--- src/rtl/b64u_pkg.sv ---
package b64u_pkg;

    localparam int JOBQ_DEPTH = 2;

    localparam logic [1:0] LAST_IDX_TWO   = 2'd1;
    localparam logic [1:0] LAST_IDX_THREE = 2'd2;
    localparam logic [1:0] LAST_IDX_FOUR  = 2'd3;

    typedef struct packed {
        logic [7:0] data_byte;
        logic       end_of_message;
    } t_in_item;

    typedef struct packed {
        logic [6:0] out_char;
        logic       last_char;
    } t_out_item;

    // one group of up to 24 bits, oldest byte in the top bits
    typedef struct packed {
        logic [23:0] group;
        logic [1:0]  last_idx;   // index of the final character of the group
        logic        eom;
    } t_job;

    function automatic logic [6:0] sextet_to_char(input logic [5:0] s);
        logic [6:0] c;
        c = 7'd0;
        case (s) inside
            [6'd0:6'd25]:  c = 7'(s) + 7'd65;
            [6'd26:6'd51]: c = 7'(s) + 7'd71;
            [6'd52:6'd61]: c = 7'(s) - 7'd4;
            6'd62:         c = 7'd45;
            default:       c = 7'd95;
        endcase
        return c;
    endfunction

endpackage

--- src/rtl/base64url_encoder_no_padding.sv ---
// channel  | direction | handshake             | payload
// ---------+-----------+-----------------------+---------------------------------
// input    | in        | push / full           | i_in_item  (data_byte, eom flag)
// result   | out       | empty / pop           | o_out_item (out_char, last_char)
//
// One byte may be taken every cycle while the job queue has room; each group
// of three bytes (or a final partial group) becomes one job of two to four
// characters. The back end emits one character per cycle while the result
// side keeps popping, so that one-character output stage sets the sustained
// rate on full groups. Reset clears pending bytes, the job queue and the
// output slot. A stalled result side fills the job queue and then raises full.
module base64url_encoder_no_padding #(
    parameter int JOBQ_DEPTH = b64u_pkg::JOBQ_DEPTH
) (
    input  logic                i_clk,
    input  logic                i_rst_n,
    input  logic                push,
    output logic                full,
    input  b64u_pkg::t_in_item  i_in_item,
    output logic                empty,
    input  logic                pop,
    output b64u_pkg::t_out_item o_out_item
);

    logic           w_job_push, w_job_pop, w_job_empty;
    b64u_pkg::t_job w_job_in, w_job_out;

    b64u_front u_front (
        .i_clk      (i_clk),
        .i_rst_n    (i_rst_n),
        .i_accept   (push && !full),
        .i_in_item  (i_in_item),
        .o_job_push (w_job_push),
        .o_job      (w_job_in)
    );

    b64u_jobq #(
        .DEPTH (JOBQ_DEPTH)
    ) u_jobq (
        .i_clk   (i_clk),
        .i_rst_n (i_rst_n),
        .i_push  (w_job_push),
        .i_job   (w_job_in),
        .i_pop   (w_job_pop),
        .o_empty (w_job_empty),
        .o_full  (full),
        .o_job   (w_job_out)
    );

    b64u_back u_back (
        .i_clk       (i_clk),
        .i_rst_n     (i_rst_n),
        .i_job_empty (w_job_empty),
        .i_job       (w_job_out),
        .o_job_pop   (w_job_pop),
        .i_pop       (pop),
        .o_empty     (empty),
        .o_out_item  (o_out_item)
    );

endmodule

--- src/rtl/b64u_front.sv ---
module b64u_front (
    input  logic              i_clk,
    input  logic              i_rst_n,
    input  logic              i_accept,
    input  b64u_pkg::t_in_item i_in_item,
    output logic              o_job_push,
    output b64u_pkg::t_job    o_job
);

    logic [15:0] r_pend_bits, n_pend_bits;
    logic [1:0]  r_pend_cnt,  n_pend_cnt;
    logic [7:0]  w_byte;
    logic        w_eom;

    assign w_byte = i_in_item.data_byte;
    assign w_eom  = i_in_item.end_of_message;

    always_comb begin
        n_pend_bits  = r_pend_bits;
        n_pend_cnt   = r_pend_cnt;
        o_job_push   = 1'b0;
        o_job.group  = {8'h00, 16'h0000};
        o_job.last_idx = b64u_pkg::LAST_IDX_FOUR;
        o_job.eom    = w_eom;
        case (r_pend_cnt)
            2'd2: begin
                o_job.group    = {r_pend_bits, w_byte};
                o_job.last_idx = b64u_pkg::LAST_IDX_FOUR;
                o_job_push     = i_accept;
                if (i_accept) begin
                    n_pend_bits = 16'h0000;
                    n_pend_cnt  = 2'd0;
                end
            end
            2'd1: begin
                o_job.group    = {r_pend_bits[7:0], w_byte, 8'h00};
                o_job.last_idx = b64u_pkg::LAST_IDX_THREE;
                o_job_push     = i_accept && w_eom;
                if (i_accept) begin
                    n_pend_bits = w_eom ? 16'h0000 : {r_pend_bits[7:0], w_byte};
                    n_pend_cnt  = w_eom ? 2'd0 : 2'd2;
                end
            end
            default: begin
                // a count of three never arises; it behaves as empty
                o_job.group    = {w_byte, 16'h0000};
                o_job.last_idx = b64u_pkg::LAST_IDX_TWO;
                o_job_push     = i_accept && w_eom;
                if (i_accept) begin
                    n_pend_bits = w_eom ? 16'h0000 : {8'h00, w_byte};
                    n_pend_cnt  = w_eom ? 2'd0 : 2'd1;
                end
            end
        endcase
    end

    always_ff @(posedge i_clk) begin
        if (!i_rst_n) begin
            r_pend_bits <= 16'h0000;
            r_pend_cnt  <= 2'd0;
        end else begin
            r_pend_bits <= n_pend_bits;
            r_pend_cnt  <= n_pend_cnt;
        end
    end

endmodule

--- src/rtl/b64u_jobq.sv ---
module b64u_jobq #(
    parameter int DEPTH = b64u_pkg::JOBQ_DEPTH
) (
    input  logic           i_clk,
    input  logic           i_rst_n,
    input  logic           i_push,
    input  b64u_pkg::t_job i_job,
    input  logic           i_pop,
    output logic           o_empty,
    output logic           o_full,
    output b64u_pkg::t_job o_job
);

    localparam int PW = (DEPTH > 1) ? $clog2(DEPTH) : 1;
    localparam int CW = $clog2(DEPTH + 1);
    localparam logic [PW-1:0] LAST_PTR = PW'(DEPTH - 1);
    localparam logic [CW-1:0] FULL_CNT = CW'(DEPTH);

    b64u_pkg::t_job r_mem [DEPTH];
    logic [PW-1:0]  r_wr_ptr, r_rd_ptr;
    logic [CW-1:0]  r_cnt;
    logic           w_do_push, w_do_pop;

    assign o_empty   = (r_cnt == '0);
    assign o_full    = (r_cnt == FULL_CNT);
    assign w_do_push = i_push && !o_full;
    assign w_do_pop  = i_pop && !o_empty;
    assign o_job     = r_mem[r_rd_ptr];

    always_ff @(posedge i_clk) begin
        if (w_do_push) begin
            r_mem[r_wr_ptr] <= i_job;
        end
    end

    always_ff @(posedge i_clk) begin
        if (!i_rst_n) begin
            r_wr_ptr <= '0;
            r_rd_ptr <= '0;
            r_cnt    <= '0;
        end else begin
            if (w_do_push) begin
                r_wr_ptr <= (r_wr_ptr == LAST_PTR) ? '0 : r_wr_ptr + PW'(1);
            end
            if (w_do_pop) begin
                r_rd_ptr <= (r_rd_ptr == LAST_PTR) ? '0 : r_rd_ptr + PW'(1);
            end
            if (w_do_push && !w_do_pop) begin
                r_cnt <= r_cnt + CW'(1);
            end else if (w_do_pop && !w_do_push) begin
                r_cnt <= r_cnt - CW'(1);
            end
        end
    end

endmodule

--- src/rtl/b64u_back.sv ---
module b64u_back (
    input  logic                i_clk,
    input  logic                i_rst_n,
    input  logic                i_job_empty,
    input  b64u_pkg::t_job      i_job,
    output logic                o_job_pop,
    input  logic                i_pop,
    output logic                o_empty,
    output b64u_pkg::t_out_item o_out_item
);

    logic [1:0]          r_char_idx;
    logic                r_valid;
    b64u_pkg::t_out_item r_out;
    logic                w_load;
    logic [5:0]          w_sextet;
    logic                w_final;

    assign o_empty    = !r_valid;
    assign o_out_item = r_out;
    // output slot refills in the same cycle its content transfers out, if a job is waiting
    assign w_load     = !i_job_empty && (!r_valid || i_pop);
    assign w_final    = (r_char_idx == i_job.last_idx);
    assign o_job_pop  = w_load && w_final;

    always_comb begin
        case (r_char_idx)
            2'd0:    w_sextet = i_job.group[23:18];
            2'd1:    w_sextet = i_job.group[17:12];
            2'd2:    w_sextet = i_job.group[11:6];
            default: w_sextet = i_job.group[5:0];
        endcase
    end

    always_ff @(posedge i_clk) begin
        if (w_load) begin
            r_out.out_char  <= b64u_pkg::sextet_to_char(w_sextet);
            r_out.last_char <= w_final && i_job.eom;
        end
    end

    always_ff @(posedge i_clk) begin
        if (!i_rst_n) begin
            r_valid    <= 1'b0;
            r_char_idx <= 2'd0;
        end else begin
            if (w_load) begin
                r_valid    <= 1'b1;
                r_char_idx <= w_final ? 2'd0 : r_char_idx + 2'd1;
            end else if (i_pop) begin
                r_valid <= 1'b0;
            end
        end
    end

endmodule
--- config.mk ---
export PLATFORM = sky130hd
export DESIGN_NAME = base64url_encoder_no_padding
export DESIGN_NICKNAME = d
export VERILOG_FILES = /design/src/rtl/b64u_pkg.sv /design/src/rtl/base64url_encoder_no_padding.sv /design/src/rtl/b64u_front.sv /design/src/rtl/b64u_jobq.sv /design/src/rtl/b64u_back.sv
export SDC_FILE = /design/constraint.sdc
export NUM_CORES = 1
export LEC_CHECK = 0
export CORE_MARGIN = 2
export CORE_UTILIZATION = 30
export CTS_CLUSTER_DIAMETER = 200
export CTS_CLUSTER_SIZE = 10
export DETAILED_ROUTE_END_ITERATION = 7
export DONT_BUFFER_PORTS = 1
export PLACE_DENSITY = 0.4
export SLEW_MARGIN = 5
export SYNTH_ARGS = -nofsm -noshare
export SYNTH_HDL_FRONTEND = slang
export SYNTH_HIERARCHICAL = 1
export SYNTH_SLANG_ARGS = --single-unit
export TNS_END_PERCENT = 20
--- constraint.sdc ---
create_clock -name i_clk -period 4.5 [get_ports i_clk]
set_input_delay 0.675 -clock i_clk [delete_from_list [all_inputs] [get_ports i_clk]]
set_output_delay 0.675 -clock i_clk [all_outputs]
set_load 0.02 [all_outputs]
==> flow_summary.yaml, run 1 <==
routing:
  num_vias: 2606
  drc: 0
  drt-pass1-iter-count: 4
  avgRoutedWirePerCell_um: 17.1
  via_per_inst: 5.03
  wirelength_um: 8870
  drtIter0Drc: 229
  ant_nets: 0
place:
  dp_slack_ps: 1000
  dp_hpwl_um: 6210
  io_buffer_count: 0
  place_congestion: 0.820
yosys:
  yosysUniqueCellTypes: 59
  yosys.area_share.simple_pct: 9.33
  synth_nets: 364
  synthTopCellsByArea: "edfxtp_1, dfxtp_1, mux2_2, ha_1, a32o_1"
  synth_adder_area_share_pct: 3.83
  ys_warn_count: 6
  yosysTopAreaCell: "edfxtp_1"
  avgSynthCellArea_um2: 12.6
  synth_top_family_by_area: "compound AO/OA/AOI/OAI gates"
  async_flop_share_pct: 0
  syn_inst: 338
  synth_top_area_share_pct: 43.8
  synth-seq-area-share_pct: 56.0
  synth-main-ff-cell: "edfxtp_1"
  synth.area.mux_share_pct: 8.83
  synth-edff-count: 62
  syn-cell-area_mm2: 0.00425
  ys_seq_elements: 88
  synth-compound-area-share_pct: 16.0
  synth_xor_area_share_pct: 1.65
cts:
  clock_latency_ps: 340
  cts_buffer_depth: 2
  clkTransAtPathRegs_ps: 60
  cts_hold_buf: 0
  cts_tree: "yes"
  cts_setup_buffers: 0
  cts_resized: 0
  clock-root-buffer: "clkbuf_16"
  htreeDepth: 3
  cts_sinks: 88
  cts-buffers-inserted: 9
timing:
  fmax_ghz: 0.286
  slew_violations: 0
  hold_viol_final: 0
  rsz0062_at_grt: "false"
  period_needed_ps: 3500
  finalCritPeriodShare_pct: 77.7
  fin_skew_ps: 3.53
  finalSetupTns_ps: 0
  setup_viol: 0
  worstMarginPinSlew_ps: 1170
  setup_ws_ps: 1000
  relSlewSlack_pct: 21.9
setup_path:
  critical-path-max-stage-delay_ps: 750
  worstPathMaxFanout: 15
  cp_data_arrival_time_ps: 3590
  critical_path.endpoint_type: "register"
  crit_type: "register to register"
  required_ps: 4600
  critPathSlowestCell: "dfxtp_1"
  startpoint_type: "register"
  path_cells: "mux2_2 -> a222oi_1 -> a21oi_1 -> inv_1 -> ha_1 -> or2_2 -> nor4_1 -> nor3_1 -> o21a_1"
global_routing:
  grt_pass1_wl_um: 14400
  grt.overflow.total: 0
  grt_use_total_pct: 12.8
  grt_start_max_net_pins: 30
  antenna_found_initial: 0
  grt_pass1_vias: 2533
floorplanning:
  start_util_pct: 30.6
  dieArea_mm2: 0.0151
  die_w_um: 123
  io_pins: 23
  core_area_mm2: 0.0139
  rows: 43
  die_height_um: 123
power:
  ir_worst_vdd_mv: 0.179
  leakagePower_nw: 1.59
  power_density_mw_per_mm2: 491
  p_total_mw: 2.29
layout:
  drive_gt1_share_pct: 16.6
  final_cell_mix: "edfxtp_1, mux2_2, dfxtp_1"
  area.growth.synth_to_final_pct: 9.68
  layout_commonest_cell: "edfxtp_1"
  fin_nets: 359
  antenna_cells: 0
job:
  max-cap-violations: 0
outcome:
  status: "finished, final reports clean"
worst_hold_path:
  worstHoldPathType: "input port to register"
-- area by class of cell --
class / instances / area (µm²)
fillers: 1420 / 9220
flip-flops and latches: 88 / 2380
multi-input cells: 214 / 1690
clock buffers: 13 / 260
well taps: 180 / 225
inverters: 17 / 63.8
repair buffers: 3 / 22.5
clock inverters: 3 / 17.5
-- state kept, by name, indices dropped and copies added (netlist names), named ones only --
register and flops:
u_front/r_pend_cnt 2, u_jobq/r_mem 54, u_jobq/r_cnt 2, u_back/o_out_item 8
u_back/r_valid 1, u_back/r_char_idx 2, u_jobq/r_wr_ptr 1, u_front/r_pend_bits 16
u_jobq/r_rd_ptr 1
-- per-stage QoR --
step                area, µm²  hold WS (ps)  util, %  std cells
floorplan                4250           440        -        338
CTS                      4660           414     33.6        518
global route             4660           415     33.6        518
detailed placement       4380           457     31.6        502
finish                   4660           433     33.6        518
global placement         4380           450     31.6        502
-- routing by layer --
| metal | GRT usage (%) | vias up | wire length [µm] |
|---|---|---|---|
| met2 | 19.3 | 37 | 4150 |
| met1 | 17.8 | 1279 | 4320 |
| met5 | 0 | - | 0 |
| li1 | - | 1278 | - |
| met4 | 5.33 | 0 | 170 |
| met3 | 3.09 | 12 | 227 |
-- cell usage after synthesis, types with 4 or more instances --
cell type / n
a21oi_1: 9
a222oi_1: 6
a22oi_1: 16
a32o_1: 16
and2_1: 12
buf_2: 4
buf_6: 4
clkbuf_1: 6
dfxtp_1: 26
edfxtp_1: 62
ha_1: 13
inv_1: 13
mux2_2: 30
nand2_1: 14
nand2b_1: 5
nor2_1: 15
nor2b_1: 6
nor3_1: 5
o21a_1: 4
o21ai_0: 13
xnor2_1: 5
-- critical path, delay by kind of cell (launching register included) --
kind            cells  cell delay [ps]
compound gates      3              870
buf+inv             1              180
mux                 1              290
fa+ha+maj           1              310
simple gates        3              840
flops               1              750
-- cells by family (layout without fill, tap and decap cells) --
kind of cell / Yosys count / count (layout)
buffers and inverters: 36 / 36
adder cells (fa/ha/maj): 13 / 13
XOR/XNOR: 8 / 8
multiplexers: 33 / 33
AND/OR/NAND/NOR: 72 / 72
flip-flops: 88 / 88
AO/OA/AOI/OAI: 88 / 88
-- power breakdown --
part / internal (mW) / switching, mW / leakage [nW] / total, mW
clock network: 0.403 / 0.294 / 0.137 / 0.697
logic: 0.220 / 0.352 / 0.642 / 0.572
registers: 0.955 / 0.0649 / 0.813 / 1.02
total: 1.58 / 0.711 / 1.59 / 2.29
-- path summary, 6_finish.rpt --
kind | startpoint | to | slack (ps) | cells past startpoint
worst min-delay path | i_in_item[0] | u_jobq/r_mem[0][0] | 430 | 0
worst max-delay path | register | u_back/o_out_item[6] | 1000 | 9
worst max register to register | register | u_back/o_out_item[6] | 1000 | 9
worst min register to register | u_front/r_pend_bits[15] | u_front/r_pend_bits[15] | 470 | 1
Note: power is estimated with default switching activity, not from simulation.
==> run 2: changes to the inputs <==
- clock period: 4.5 -> 3.53 ns (I/O delays scaled with it)
==> flow_summary.yaml, run 2 (synthesis results as in run 1) <==
power:
  ir_worst_vdd_mv: 0.243
  p_sw_mw: 0.924
  pwr-share-seq_pct: 42.0
  intPower_mw: 2.15
  leakagePower_nw: 1.63
  power_density_mw_per_mm2: 650
  pwr-share-clk_pct: 33.5
  pwr-share-comb_pct: 24.4
  switching_share_pct: 30.0
global_routing:
  grt_use_total_pct: 13.0
  grt.overflow.total: 0
  grt_pass1_vias: 2584
  grt_start_max_net_pins: 30
  grt_pass1_wl_um: 14400
  antenna_found_initial: 0
timing:
  finalCritPeriodShare_pct: 86.8
  slew_violations: 0
  fin_skew_ps: 6.82
  period_needed_ps: 3060
  relSlewSlack_pct: 24.4
  setup_viol: 0
  hold_viol_final: 0
  fmax_ghz: 0.327
  hold_ws_ps: 284
  finalSetupTns_ps: 0
  rsz0062_at_grt: "false"
  worstMarginPinSlew_ps: 1130
cts:
  cts_tree: "yes"
  cts_hold_buf: 0
  cts_setup_buffers: 0
  cts_resized: 0
  cts_buffer_depth: 2
  cts-buffers-inserted: 9
  htreeDepth: 3
  clock-root-buffer: "clkbuf_16"
  clock_latency_ps: 340
  clkTransAtPathRegs_ps: 60
  cts_sinks: 88
worst_hold_path:
  min-delay-start: "i_in_item[0]"
  worstHoldPathType: "input port to register"
layout:
  num-fill-cells: 1400
  largest_register_ff_count: 54
  final_cell_mix: "edfxtp_1, mux2_2, dfxtp_1"
  seqCellArea_mm2: 0.00238
  antenna_cells: 0
  area.growth.synth_to_final_pct: 11.5
  regMostFlops: "u_jobq/r_mem"
  layout_commonest_cell: "edfxtp_1"
  fin_nets: 363
  drive_gt1_share_pct: 17.8
  multiInputGateArea_mm2: 0.00169
routing:
  via_per_inst: 4.98
  drt-pass1-iter-count: 4
  avgRoutedWirePerCell_um: 17.3
  wirelength_um: 9050
  num_vias: 2597
  ant_nets: 0
  drtIter0Drc: 263
  drc: 0
setup_path:
  required_ps: 3630
  r2r_end: "u_back/o_out_item[6]"
  crit_type: "register to register"
  reg2reg_depth: 10
  cp_data_arrival_time_ps: 3160
  critPathCapture: "u_back/o_out_item[6]"
  worstPathMaxFanout: 14
  critical_path.endpoint_type: "register"
  startpoint_type: "register"
  r2r_slack_ps: 470
place:
  dp_hpwl_um: 6330
  place_congestion: 0.781
  io_buffer_count: 0
job:
  max-cap-violations: 0
floorplanning:
  dieArea_mm2: 0.0151
  die_w_um: 123
  core_area_mm2: 0.0139
  io_pins: 23
  rows: 43
  start_util_pct: 30.6
  die_height_um: 123
outcome:
  status: "finished, final reports clean"
-- run 2: changes by cell type in the layout (fill, tap and decap cells not counted) --
| cell | change |
|---|---|
| buf_4 | +4 |
| bufinv_16 | +2 |
| clkbuf_8 | -1 |
| clkinv_1 | -1 |
| clkinv_2 | -1 |
| clkinv_4 | -1 |
| clkinvlp_4 | +1 |
| inv_6 | +1 |
-- run 2: power groups by stage --
| stage | sequential (mW) | combinational [mW] | clock, mW |
|---|---|---|---|
| floorplan | 1.31 | 0.576 | 0 |
| global placement | 1.32 | 0.756 | 0 |
| detailed placement | 1.32 | 0.751 | 0 |
| CTS | 1.30 | 0.754 | 1.06 |
| global route | 1.30 | 0.844 | 1.10 |
| finish | 1.29 | 0.752 | 1.03 |
-- run 2: metal layers --
metal | routed length (µm) | global-route usage (%)
met1 | 4390 | 17.4
met2 | 4270 | 20.2
met3 | 222 | 3.23
met4 | 172 | 5.40
met5 | 0 | 0
-- run 2: area by class of cell --
cell class / instances / share of cell area, %
clock buffers: 12 / 5.20
multi-input cells: 214 / 35.7
repair buffers: 7 / 1.11
well taps: 180 / 4.75
clock inverters: 4 / 1.61
inverters: 17 / 1.35
flip-flops and latches: 88 / 50.3
-- run 2: worst min-delay path by stage --
stage,cells after the start,endpoint
global route,0,u_jobq/r_mem[1][0]
CTS,0,u_jobq/r_mem[0][0]
floorplan,1,u_front/r_pend_bits[13]
finish,0,u_jobq/r_mem[1][0]
detailed placement,1,u_front/r_pend_bits[8]
global placement,1,u_front/r_pend_bits[8]
-- run 2: critical path, stage by stage, from the launching register on --
cell and delay (ps):
dfxtp_1 350, buf_4 240, mux2_2 210, a222oi_1 80
a21oi_1 510, inv_1 170, ha_1 300, or2_2 350
nor4_1 290, nor3_1 110, o21a_1 200
-- run 2: per-stage QoR --
step                utilization, %  total power [mW]  cells  area (µm²)  setup WS (ps)
floorplan                        -              1.88    338        4250            780
global placement              31.8              2.07    506        4410            529
detailed placement            31.8              2.07    506        4410            480
CTS                           34.1              3.11    522        4740            478
global route                  34.1              3.25    522        4740            174
finish                        34.1              3.08    522        4740            468
==> run 3: changes to the inputs <==
- RECOVER_POWER: default -> 25
==> flow_summary.yaml, run 3 (synthesis results as in run 1) <==
power:
  pwr-share-seq_pct: 42.0
  p_total_mw: 3.08
  leakagePower_nw: 1.62
  ir_worst_vdd_mv: 0.243
  p_sw_mw: 0.924
  pwr-share-comb_pct: 24.4
  power_density_mw_per_mm2: 650
  intPower_mw: 2.15
  pwr-share-clk_pct: 33.6
  switching_share_pct: 30.0
routing:
  wirelength_um: 9070
  drc: 0
  ant_nets: 0
  avgRoutedWirePerCell_um: 17.4
  drtIter0Drc: 272
  num_vias: 2604
  via_per_inst: 4.99
  drt-pass1-iter-count: 4
timing:
  hold_viol_final: 0
  period_needed_ps: 3060
  setup_viol: 0
  fmax_ghz: 0.327
  setup_ws_ps: 468
  worstMarginPinSlew_ps: 1120
  slew_violations: 0
  finalSetupTns_ps: 0
  fin_skew_ps: 7.36
  finalCritPeriodShare_pct: 86.7
  relSlewSlack_pct: 25.2
  rsz0062_at_grt: "false"
  hold_ws_ps: 284
floorplanning:
  io_pins: 23
  rows: 43
  core_area_mm2: 0.0139
  die_w_um: 123
  start_util_pct: 30.6
  die_height_um: 123
  dieArea_mm2: 0.0151
setup_path:
  timing.critical_path.buf_inv: 2
  critPathSlowestCell: "a21oi_1"
  r2r_end: "u_back/o_out_item[6]"
  reg2reg_depth: 10
  critical-path-max-stage-delay_ps: 510
  cpLargestDelayFamily: "compound AO/OA/AOI/OAI gates"
  path_cells: "buf_4 -> mux2_2 -> a222oi_1 -> a21oi_1 -> inv_1 -> ha_1 -> or2_2 -> nor4_1 -> nor3_1 -> o21a_1"
  critical_path.endpoint_type: "register"
  startpoint_type: "register"
  cp_data_arrival_time_ps: 3160
  worstPathMaxFanout: 14
  required_ps: 3630
  critPathCapture: "u_back/o_out_item[6]"
  crit_cells: 10
  r2r_slack_ps: 470
  crit_type: "register to register"
cts:
  cts-buffers-inserted: 9
  clock_latency_ps: 340
  clkTransAtPathRegs_ps: 60
  cts_resized: 0
  htreeDepth: 3
  cts_sinks: 88
  cts_buffer_depth: 2
  clock-root-buffer: "clkbuf_16"
  cts_setup_buffers: 0
  cts_tree: "yes"
  cts_hold_buf: 0
layout:
  regMostFlops: "u_jobq/r_mem"
  fin_nets: 363
  final_cell_mix: "edfxtp_1, mux2_2, dfxtp_1"
  antenna_cells: 0
  layout_commonest_cell: "edfxtp_1"
  num-fill-cells: 1399
  finalInstanceArea_mm2: 0.00473
  layoutNonFillerInstCount: 522
  largest_register_ff_count: 54
  area.growth.synth_to_final_pct: 11.4
  drive_gt1_share_pct: 17.3
  fin_util_pct: 34.1
job:
  max-cap-violations: 0
global_routing:
  grt_start_max_net_pins: 30
  grt_pass1_vias: 2584
  grt_pass1_wl_um: 14400
  grt.overflow.total: 0
  grt_use_total_pct: 13.0
  antenna_found_initial: 0
place:
  place_congestion: 0.781
  dp_slack_ps: 480
  dpl.cell_count: 506
  dp_hpwl_um: 6330
  placed_area_mm2: 0.00441
  io_buffer_count: 0
worst_hold_path:
  worstHoldPathType: "input port to register"
outcome:
  status: "finished, final reports clean"
## run 3: cell type report
cell class | count | area (µm²) | share of cell area, %
timing repair buffer | 7 | 48.8 | 1.03
inverter | 17 | 63.8 | 1.35
clock buffer | 12 | 246 | 5.21
tap | 180 | 225 | 4.76
clock inverter | 4 | 76.3 | 1.61
sequential | 88 | 2380 | 50.3
multi-input combinational | 214 | 1690 | 35.7
## run 3: how the worst min path moves through the flow
stage	slack (ps)	depth (start not counted)	start	endpoint
finish	280	0	i_in_item[0]	u_jobq/r_mem[1][0]
global route	270	0	i_in_item[0]	u_jobq/r_mem[1][0]
CTS	270	0	i_in_item[0]	u_jobq/r_mem[0][0]
detailed placement	460	1	u_front/r_pend_bits[8]	u_front/r_pend_bits[8]
global placement	450	1	u_front/r_pend_bits[8]	u_front/r_pend_bits[8]
floorplan	440	1	u_front/r_pend_bits[13]	u_front/r_pend_bits[13]
## run 3: layer usage
metal	vias up	global-route usage, %	wire [µm]
li1	1288	-	-
met1	1265	17.4	4390
met2	38	20.2	4200
met3	13	3.23	248
met4	0	5.40	224
met5	-	0	0
## run 3: power groups by stage
| stage | Clock, mW | Combinational (mW) | Sequential [mW] |
|---|---|---|---|
| final | 1.03 | 0.751 | 1.29 |
| after CTS | 1.06 | 0.754 | 1.30 |
| after global placement | 0 | 0.756 | 1.32 |
| after floorplan | 0 | 0.576 | 1.31 |
| after detailed placement | 0 | 0.751 | 1.32 |
| after global routing | 1.10 | 0.843 | 1.30 |
